--- config.mk ---
export PLATFORM = sky130hd
export DESIGN_NAME = salseq_serial_div
export DESIGN_NICKNAME = d
export VERILOG_FILES = /design/src/hw/rtl/salseq_pkg.sv /design/src/hw/rtl/salseq_serial_div.sv
export SDC_FILE = /design/constraint.sdc
export NUM_CORES = 1
export LEC_CHECK = 0
export CAP_MARGIN = 20
export CORE_ASPECT_RATIO = 1.4
export CORE_MARGIN = 1.5
export CORE_UTILIZATION = 57
export CTS_BUF_LIST = sky130_fd_sc_hd__clkbuf_16
export DETAILED_ROUTE_END_ITERATION = 8
export DONT_BUFFER_PORTS = 1
export GPL_ROUTABILITY_DRIVEN = 0
export HOLD_SLACK_MARGIN = 0.12
export PLACE_DENSITY = 0.83
export SYNTH_ARGS = -nofsm -noshare
export SYNTH_HDL_FRONTEND = slang
export SYNTH_SLANG_ARGS = --single-unit
--- constraint.sdc ---
create_clock -name clk -period 3.6 [get_ports clk]
set_input_delay 0.54 -clock clk [delete_from_list [all_inputs] [get_ports clk]]
set_output_delay 0.54 -clock clk [all_outputs]
set_load 0.1 [all_outputs]
--- src/hw/rtl/salseq_pkg.sv ---
// shared constants for the staged alarm light sequencer
// used by salseq_rcos_rom, salseq_serial_div and staged_alarm_light_sequencer
// no dependencies
package salseq_pkg;

  // field widths
  localparam int NOW_W      = 32;
  localparam int FUNC_W     = 2;
  localparam int LEVEL_W    = 8;
  localparam int MASK_W     = 3;
  localparam int IV_W       = 20;
  localparam int PERIOD_W   = 16;
  localparam int FLASH_W    = 16;
  localparam int CFG_IDX_W  = 2;
  localparam int CFG_DATA_W = 20;

  // parameter defaults
  localparam int DEF_PHASE_TABLE_DEPTH = 1024;
  localparam int DEF_TIME_WIDTH        = 32;

  // command codes
  localparam logic [FUNC_W-1:0] FUNC_UPDATE = 2'd0;
  localparam logic [FUNC_W-1:0] FUNC_START  = 2'd1;
  localparam logic [FUNC_W-1:0] FUNC_OFF    = 2'd2;

  // configuration register indexes
  localparam logic [CFG_IDX_W-1:0] REG_STAGE_IV    = 2'd0;
  localparam logic [CFG_IDX_W-1:0] REG_SLOW_PERIOD = 2'd1;
  localparam logic [CFG_IDX_W-1:0] REG_FAST_PERIOD = 2'd2;
  localparam logic [CFG_IDX_W-1:0] REG_FLASH_IV    = 2'd3;

  // configuration reset values
  localparam logic [IV_W-1:0]     RST_STAGE_IV    = 20'd60000;
  localparam logic [PERIOD_W-1:0] RST_SLOW_PERIOD = 16'd6000;
  localparam logic [PERIOD_W-1:0] RST_FAST_PERIOD = 16'd3000;
  localparam logic [FLASH_W-1:0]  RST_FLASH_IV    = 16'd1000;

  // write masks
  localparam logic [MASK_W-1:0] MASK_NONE = 3'b000;
  localparam logic [MASK_W-1:0] MASK_ONE  = 3'b001;
  localparam logic [MASK_W-1:0] MASK_TWO  = 3'b011;
  localparam logic [MASK_W-1:0] MASK_ALL  = 3'b111;

  // stage numbering
  localparam logic [2:0] STAGE_FIRST  = 3'd1;
  localparam logic [2:0] STAGE_SECOND = 3'd2;
  localparam logic [2:0] STAGE_FAST   = 3'd4;

  localparam logic [LEVEL_W-1:0] LEVEL_FULL = 8'd255;
  localparam logic [LEVEL_W-1:0] LEVEL_ZERO = 8'd0;

endpackage

--- src/hw/rtl/salseq_serial_div.sv ---
// bit-serial restoring divider: now mod period, then phase index
// idx = ((dividend mod p) * Depth) / p, one quotient bit per cycle; depends on salseq_pkg
module salseq_serial_div
  import salseq_pkg::*;
#(
  parameter int Depth     = DEF_PHASE_TABLE_DEPTH,
  parameter int TimeWidth = DEF_TIME_WIDTH
) (
  input  logic                         clk,
  input  logic                         rst,
  input  logic                         start,
  input  logic [TimeWidth-1:0]         dividend,
  input  logic [PERIOD_W-1:0]          divisor,
  output logic                         done,
  output logic [$clog2(Depth)-1:0]     idx
);

  localparam int QB    = $clog2(Depth);
  localparam int SW    = (TimeWidth > QB) ? TimeWidth : QB;
  localparam int CNT_W = $clog2(SW);
  localparam int PW    = PERIOD_W;

  typedef enum logic [3:0] {
    D_IDLE = 4'b0001,
    D_MOD  = 4'b0010,
    D_MUL  = 4'b0100,
    D_IDX  = 4'b1000
  } div_state_t;

  div_state_t       state;
  logic [PW-1:0]    rem;
  logic [PW-1:0]    divisor_r;
  logic [SW-1:0]    sh;
  logic [QB-1:0]    q;
  logic [CNT_W-1:0] cnt;

  logic [PW:0]      trial;
  logic             ge;
  logic [PW-1:0]    rem_step;
  logic [PW+QB-1:0] prod;

  // one restoring step: bring in the next bit, subtract if it fits
  assign trial    = {rem, sh[SW-1]};
  assign ge       = trial >= {1'b0, divisor_r};
  assign rem_step = ge ? PW'(trial - {1'b0, divisor_r}) : trial[PW-1:0];
  assign prod     = (PW+QB)'(rem) * (PW+QB)'(Depth);

  assign idx = q;

  always_ff @(posedge clk) begin
    if (rst) begin
      state <= D_IDLE;
      done  <= 1'b0;
    end else begin
      done <= 1'b0;
      unique case (state)
        D_IDLE: begin
          if (start) begin
            rem       <= '0;
            sh        <= SW'(dividend) << (SW - TimeWidth);
            divisor_r <= (divisor == '0) ? PW'(1) : divisor;
            cnt       <= CNT_W'(TimeWidth - 1);
            state     <= D_MOD;
          end
        end
        D_MOD: begin
          rem <= rem_step;
          sh  <= sh << 1;
          if (cnt == '0) begin
            state <= D_MUL;
          end else begin
            cnt <= cnt - 1'b1;
          end
        end
        D_MUL: begin
          // quotient fits in QB bits, so the upper part starts below the divisor
          rem   <= prod[PW+QB-1:QB];
          sh    <= SW'(prod[QB-1:0]) << (SW - QB);
          cnt   <= CNT_W'(QB - 1);
          state <= D_IDX;
        end
        D_IDX: begin
          rem <= rem_step;
          sh  <= sh << 1;
          q   <= {q[QB-2:0], ge};
          if (cnt == '0) begin
            done  <= 1'b1;
            state <= D_IDLE;
          end else begin
            cnt <= cnt - 1'b1;
          end
        end
        default: state <= D_IDLE;
      endcase
    end
  end

endmodule

==> reports/metrics.yaml, run 1 <==
outcome: "complete, no violations"
post-route-period-util_pct: 72.7
synth-edff-count: 79
hold_viol: 0
grt_pass1_vias: 3076
startpoint_type: "flop"
die_w_um: 77.6
postCtsHoldBufs: 0
wire_per_inst_um: 19.2
cp.required_ns: 3.77
critPathMostFrequentCell: "o21ai_0"
post_cts_buffers: 0
cp_max_fo: 12
root_buffer: "clkbuf_16"
path_clk_slew_ns: 0.06
drive_gt1_share_pct: 9.63
antenna_found_initial: 0
utilization_pct: 64.1
syn-cell-area_um2: 4440
timing.final.max_slew_violations: 0
cp_slowest_stage_delay_ns: 0.62
p_per_area_nw_per_um2: 489
seq_area_frac_synth_pct: 55.7
htreeDepth: 3
rows: 37
initial_core_util_pct: 59.6
io_pins: 62
layout_min_cycle_time_ns: 2.62
grt_pass1_wl_um: 14500
fmax_mhz: 382
diodes: 0
dp_hpwl_um: 6300
slew_headroom_pct: 36.8
firstDrtPassIters: 5
wirelength_um: 9070
cts-resized-gates: 0
via_per_inst: 6.53
crit_arrival_ns: 2.79
grt_setup_unrepaired: "false"
drc_errors: 0
globalRouteTotalUtil_pct: 22.9
ys_warn_count: 0
power.leakage_nw: 1.77
cts_tree: "done"
synthFlopType: "edfxtp_1"
grt_max_degree: 42
nets: 439
tightest_slew_ns: 0.947
drt_iter0_drc: 390
crit_type: "reg2reg"
peakVddDrop_v: 0.000330
dieHeight_um: 107
fillers: 516
netlist-cell-type-count: 57
synthToLayoutAreaGrowth_pct: 7.55
clkLatencyLatePin_ns: 0.34
io_buffers: 0
vias: 3075
ys_ff_latch: 84
overflow: 0
clock-sinks: 84
ant_nets: 0
end_kind: "flop"
slowest_stage: "a31oi_2"
cts_buffers: 9
fin_setup_tns_ns: 0
cp_cell_sequence: "ha_1, o21ai_0, nor2_1, o21ai_0, a31oi_2, o21ai_1, o22ai_1"
finClkSkew_ns: 0.00513
syn_inst: 386
synth_nets: 456
dieArea_um2: 8340
setup_violations: 0
async_flop_share_pct: 0
clk_path_buf_depth: 2
cap_violations: 0
coreArea_um2: 7450
syn-mean-instance-area_um2: 11.5
hold_class: "in2reg"
## sequential cells by signal (all words and copies together) (netlist names)
signal	count
cnt	5
divisor_r	16
done	1
idx	10
rem	16
sh	32
state	4
## metrics by stage
stage                     setup slack (ns)  cell area, um2  hold WS, ns  cells  total power [mW]
final                                0.982            4780        0.269    471              2.34
after global routing                 0.844            4780        0.269    471              2.41
after CTS                             1.03            4770        0.265    470              2.34
after detailed placement              1.06            4470        0.528    454              1.45
after global placement                1.12            4470        0.527    454              1.44
after floorplan                      0.550            4440        0.510    386              1.39
## power by group
group          leakage [nW]  switching (mW)  internal, mW
sequential            0.764          0.0216          1.12
combinational         0.870           0.179         0.114
clock                 0.136           0.367         0.533
## cells in the mapped netlist (all sizes together) (7+ instances only)
master	number	area share (%)
xnor2	10	2.0
o21ai	18	2.0
nor4	7	1.1
inv	22	1.9
nor2	20	1.7
a21oi	22	2.6
a211oi	8	1.6
edfxtp	79	53
nand3	12	1.5
nor3	13	1.5
ha	18	5.1
a22o	31	6.1
a21o	8	1.4
clkbuf	25	2.1
nand2	16	1.5
buf	9	1.3
## critical path, delay by kind of cell (launching register included)
kind	cells	cell delay, ns
compound gates	5	1.42
fa+ha+maj	1	0.42
flops	1	0.43
simple gates	1	0.18
## kinds of logic (layout without fill, tap and decap cells)
family          count (synthesis)  count (layout)  synth area share, %
buf+inv                        56              44                 5.27
mux                             1               1                0.225
simple gates                   94              94                 11.4
compound gates                120             120                 19.6
flops                          84              84                 55.7
xor+xnor                       12              12                 2.37
fa+ha+maj                      19              19                 5.52
## cell type report
type	count	area, um2	area share, %
Clock buffer	9	225	4.72
Clock inverter	7	68.8	1.44
Timing Repair Buffer	6	45.0	0.943
Multi-Input combinational cell	246	1760	36.9
Sequential cell	84	2470	51.8
Inverter	22	82.6	1.73
Tap cell	97	121	2.54
## per-layer routing
metal  wire (um)  GRT usage [%]
met1        3440           26.9
met2        4600           38.4
met3         683           5.25
met4         339           12.5
met5           0              0
## path summary, 6_finish.rpt
check	cells past startpoint	slack, ns	start	endpoint
max	7	0.98	rem[8]	rem[12]
min	1	0.27	rst	state[1]
max reg2reg	7	0.98	rem[8]	rem[12]
min reg2reg	1	0.55	sh[27]	sh[28]
## cell usage in the layout (no fill, tap or decap), types with 3 or more instances in the layout
| cell | instances |
|---|---|
| a211oi_2 | 3 |
| clkbuf_16 | 9 |
| inv_1 | 23 |
| ha_1 | 18 |
| and3_1 | 3 |
| nand3_1 | 11 |
| nor2_1 | 20 |
| or3_1 | 3 |
| edfxtp_1 | 79 |
| nand2_1 | 15 |
| nor3_1 | 12 |
| dfxtp_1 | 5 |
| o21ai_0 | 16 |
| a21oi_1 | 19 |
| a21o_1 | 8 |
| a211oi_1 | 5 |
| o211ai_1 | 4 |
| nand4_1 | 3 |
| nor4_1 | 6 |
| xnor2_1 | 10 |
| a31oi_1 | 3 |
| o22ai_1 | 6 |
| a22o_1 | 31 |
| buf_4 | 5 |
| o21a_1 | 5 |
| nand3b_1 | 4 |
| clkinvlp_4 | 3 |
| nand2b_1 | 5 |
(Power assumes the default switching activity.)
==> inputs of run 2 (changes only) <==
==> constraint.sdc (replaced) <==
create_clock -name clk -period 2.35 [get_ports clk]
set_input_delay 0.3525 -clock clk [delete_from_list [all_inputs] [get_ports clk]]
set_output_delay 0.3525 -clock clk [all_outputs]
set_load 0.1 [all_outputs]
==> run 2 against run 1 <==
Net effect:
- the flow now finishes with violations (negative setup slack)
- die area did not move
- wire length rose by 18%
- register-to-register slack worse by 1.0 ns
- hold slack got worse by 0.056 ns
==> reports/metrics.yaml, run 2 (same netlist as run 1, synthesis figures left out) <==
initial_core_util_pct: 59.6
p_per_area_nw_per_um2: 675
hold_viol: 0
combPwrFrac_pct: 16.0
postPlaceCellArea_um2: 4680
clock_power_share_pct: 34.7
antenna_found_initial: 0
via_per_inst: 6.51
cp_cell_sequence: "ha_2, nand4_1, nor4_2, nor2_1, a31o_2, a211o_1, a21oi_2"
overflow: 0
io_buffers: 0
cp-startpoint: "rem[4]"
fmax_mhz: 416
reg2reg_from: "rem[4]"
multi_input_area_um2: 1910
io_pins: 62
outcome: "complete, but fails checks"
synthToLayoutAreaGrowth_pct: 18.8
startpoint_type: "flop"
ant_nets: 0
post-route-period-util_pct: 102
wire_per_inst_um: 20.8
path_clk_slew_ns: 0.06
final_common_cell: "edfxtp_1"
final_cell_area_um2: 5280
slew_headroom_pct: 58.7
nets: 483
min-delay-start: "dividend[17]"
reg_top3: "sh x32, divisor_r x16, rem x16"
drt_iter0_drc: 396
utilization_pct: 70.8
layout_min_cycle_time_ns: 2.40
end_kind: "flop"
hold_ws_ns: 0.213
coreArea_um2: 7450
crit_type: "reg2reg"
drive_gt1_share_pct: 21.1
clk_path_buf_depth: 2
sw_frac_of_total_pct: 25.3
cts_tree: "done"
wirelength_um: 10700
dp_hpwl_um: 6550
setup_slack_ns: -0.0524
violations: "negative setup slack"
total_power_mw: 3.56
slowest_stage: "edfxtp_1"
clock-sinks: 84
cp_slowest_stage_delay_ns: 0.42
cap_violations: 0
clkLatencyLatePin_ns: 0.34
htreeDepth: 3
seqPwrFrac_pct: 49.3
rows: 37
grt_max_degree: 37
cp.required_ns: 2.55
fillers: 478
power_switching_mw: 0.902
power.leakage_nw: 1.98
peakVddDrop_v: 0.000626
register_area_um2: 2470
die_w_um: 77.6
dieArea_um2: 8340
firstDrtPassIters: 7
dp_slack_ns: -0.0658
cp_max_fo: 7
largest_reg_flops: 32
globalRouteTotalUtil_pct: 25.0
root_buffer: "clkbuf_16"
layout_common_cells: "79 x edfxtp_1, 32 x buf_4, 31 x a22o_1, 25 x inv_1, 19 x nor2_1"
crit_arrival_ns: 2.60
internal_power_mw: 2.66
vias: 3351
cts_buffers: 9
grt_pass1_vias: 3195
timing.final.max_slew_violations: 0
finClkSkew_ns: 0.00719
hold_class: "in2reg"
setup_violations: 5
diodes: 0
max_flop_register: "sh"
drc_errors: 0
tightest_slew_ns: 0.611
dieHeight_um: 107
grt_pass1_wl_um: 15600
## run 2: cell types whose count changed in the layout (fill, tap and decap cells not counted), sizes merged
cell / delta
clkbuf: -1
bufinv: -1
buf: +29
clkinvlp: -2
inv: +3
dlygate4sd3: +16
## run 2: timing repair
| action | CTS | global route |
|---|---|---|
| buffers inserted | 0 | 5 |
| endpoints found under the hold margin | 20 | 0 |
| hold buffers | 16 | 0 |
| resized for setup | 4 | 29 |
| endpoints found under the setup margin | 2 | 16 |
| pin swaps | 3 | 7 |
## run 2: power by group through the flow
stage	clock network, mW	logic (mW)	registers, mW
3_5_place_dp	0	0.460	1.78
6_report	1.24	0.569	1.75
5_1_grt	1.30	0.608	1.76
3_3_place_gp	0	0.446	1.78
2_1_floorplan	0	0.366	1.77
4_1_cts	1.24	0.493	1.75
## run 2: worst max-delay path: cells and delay by family, from the launching register on
kind                       cells  cell delay, ns
adders and majority gates      1            0.42
AOI/OAI and AO/OA              3            0.81
DFF                            1            0.42
and+or+nand+nor                3            0.61
## run 2: worst paths after layout
check | endpoint | slack (ns) | cells after the start
worst max-delay path | rem[4] | -0.05 | 7
worst min-delay path | sh[17] | 0.21 | 1
worst max register to register | rem[4] | -0.05 | 7
worst min register to register | idx[8] | 0.46 | 0
## run 2: per-stage QoR
stage / TNS, ns / cells
floorplan: -0.225 / 386
global placement: 0 / 478
detailed placement: -0.123 / 478
CTS: 0 / 510
global route: -1.02 / 515
finish: -0.0832 / 515
## run 2: cell type report
| type | count | share of cell area, % |
|---|---|---|
| clock inverters | 7 | 0.593 |
| multi-input cells | 246 | 36.2 |
| well taps | 97 | 2.30 |
| repair buffers | 50 | 8.18 |
| flip-flops and latches | 84 | 46.9 |
| clock buffers | 9 | 4.27 |
| inverters | 22 | 1.57 |
## run 2: routing by layer
metal / global-route usage, % / vias to the layer above / share of wire [%]
met2: 42.9 / 199 / 52
met3: 5.17 / 49 / 8.3
met4: 14.5 / 0 / 4.4
met1: 28.6 / 1588 / 35
li1: - / 1515 / -
met5: 0 / - / 0
==> inputs of run 3 (changes only) <==
--- a/config.mk
+++ b/config.mk
@@ -14,7 +14,8 @@
 export DONT_BUFFER_PORTS = 1
 export GPL_ROUTABILITY_DRIVEN = 0
 export HOLD_SLACK_MARGIN = 0.12
-export PLACE_DENSITY = 0.83
+export MAX_ROUTING_LAYER = met4
+export PLACE_DENSITY_LB_ADDON = 0.08
 export SYNTH_ARGS = -nofsm -noshare
 export SYNTH_HDL_FRONTEND = slang
 export SYNTH_SLANG_ARGS = --single-unit
==> run 3 against run 2 <==
Net effect:
- the flow now finishes without violations
- maximum frequency grew 5.5%
- sequential power about the same
- clock skew rose by 0.0015 ns
- power fell by 1.3%
- design area down 1.3%
- critical endpoint unchanged
- largest cell class unchanged
- largest power group unchanged
==> reports/metrics.yaml, run 3 (same netlist as run 1, synthesis figures left out) <==
outcome: "complete, no violations"
reg_top3: "sh x32, divisor_r x16, rem x16"
firstDrtPassIters: 4
max_flop_register: "sh"
finClkSkew_ns: 0.00866
drc_errors: 0
drive_gt1_share_pct: 20.3
rr_worst_depth: 7
drt_iter0_drc: 287
wl_met2_um: 5200
coreArea_um2: 7450
io_buffers: 0
crit_arrival_ns: 2.47
hold_viol: 0
power.leakage_nw: 1.96
grt_pass1_wl_um: 15200
whs_path_depth: 1
setup_violations: 0
tightest_slew_ns: 0.683
grt_pass1_vias: 3195
startpoint_type: "flop"
wl_met3_um: 474
fillers: 550
holdPathEnd: "divisor_r[0]"
root_buffer: "clkbuf_16"
dieArea_um2: 8340
largest_reg_flops: 32
hold_class: "in2reg"
final_common_cell: "edfxtp_1"
wirelength_um: 9740
r2r_setup_slack_ns: 0.07
highest_layer: "met4"
crit_type: "reg2reg"
layout_common_cells: "79 x edfxtp_1, 34 x buf_4, 31 x a22o_1, 23 x inv_1, 20 x nor2_1"
end_kind: "flop"
place_inst: 482
globalRouteTotalUtil_pct: 24.7
setup_slack_ns: 0.0725
wire_per_inst_um: 18.9
grt_max_degree: 42
register_area_um2: 2470
clk_path_buf_depth: 2
dieHeight_um: 107
layout_min_cycle_time_ns: 2.28
cp.required_ns: 2.54
post-route-period-util_pct: 96.9
clock-sinks: 84
via_per_inst: 6.19
cts_buffers: 9
fmax_mhz: 439
diodes: 0
final_cell_area_um2: 5210
io_pins: 62
total_power_mw: 3.52
die_w_um: 77.6
nets: 483
timing.final.max_slew_violations: 0
stdcell_count: 515
wl_met1_um: 3790
path_clk_slew_ns: 0.06
synthToLayoutAreaGrowth_pct: 17.3
vias: 3186
slew_headroom_pct: 53.8
dp_slack_ns: -0.0154
antenna_found_initial: 0
dp_hpwl_um: 6480
min-delay-start: "divisor[0]"
clkLatencyLatePin_ns: 0.34
reg2reg_from: "rem[2]"
initial_core_util_pct: 59.6
cp_max_fo: 5
postPlaceCellArea_um2: 4700
p_per_area_nw_per_um2: 675
overflow: 0
ant_nets: 0
multi_input_area_um2: 1850
peakVddDrop_v: 0.000665
cts_tree: "done"
cap_violations: 0
reg2reg_to: "rem[4]"
htreeDepth: 3
rows: 37
hold_ws_ns: 0.203
run 3: changes by cell type in the layout (fill, tap and decap cells not counted), sizes merged:
cell      change
inv           -3
clkinv        +2
clkinvlp      +1
run 3: power breakdown:
group	internal (mW)	switching, mW
Clock	0.697	0.534
Sequential	1.72	0.0339
Combinational	0.236	0.297
Total	2.65	0.865
run 3: worst max-delay path, stage by stage (launching register included):
cell      delay (ns)
edfxtp_1        0.43
ha_2            0.41
o211ai_1        0.14
a21oi_2         0.26
o211ai_2        0.15
a31o_2          0.27
a211o_1         0.32
a21oi_2         0.15
run 3: cell type report:
| class | count | share of cell area (%) |
|---|---|---|
| clock buffer | 9 | 4.32 |
| sequential | 84 | 47.5 |
| clock inverter | 7 | 0.673 |
| inverter | 22 | 1.59 |
| timing repair buffer | 50 | 7.98 |
| tap | 97 | 2.33 |
| multi-input combinational | 246 | 35.6 |
run 3: repair_timing:
| item | 4_1_cts | 5_1_grt |
|---|---|---|
| gates cloned | 0 | 0 |
| setup buffers | 0 | 1 |
| pin swaps | 1 | 3 |
| resized for setup | 3 | 20 |
| hold endpoints to repair | 20 | 0 |
| hold buffers | 16 | 0 |
| endpoints found under the setup margin | 2 | 16 |
run 3: metal layers:
metal	up-vias	global-route usage [%]
met5	-	-
met4	0	13.0
met3	20	3.81
met2	105	41.7
met1	1539	28.3
li1	1522	-
run 3: how the worst max path moves through the flow:
| stage | from | to | cells past startpoint |
|---|---|---|---|
| floorplan | state[2] | cnt[0] | 7 |
| global placement | divisor_r[0] | rem[12] | 8 |
| detailed placement | divisor_r[0] | rem[12] | 8 |
| CTS | rem[1] | rem[7] | 8 |
| global route | rem[2] | rem[0] | 8 |
| finish | rem[2] | rem[4] | 7 |
run 3: stage by stage:
step	util (%)	TNS, ns
after global routing	69.9	-0.0179
final	69.9	0
after CTS	68.8	0
after global placement	63.0	0
after floorplan	-	-0.225
after detailed placement	63.0	-0.0185
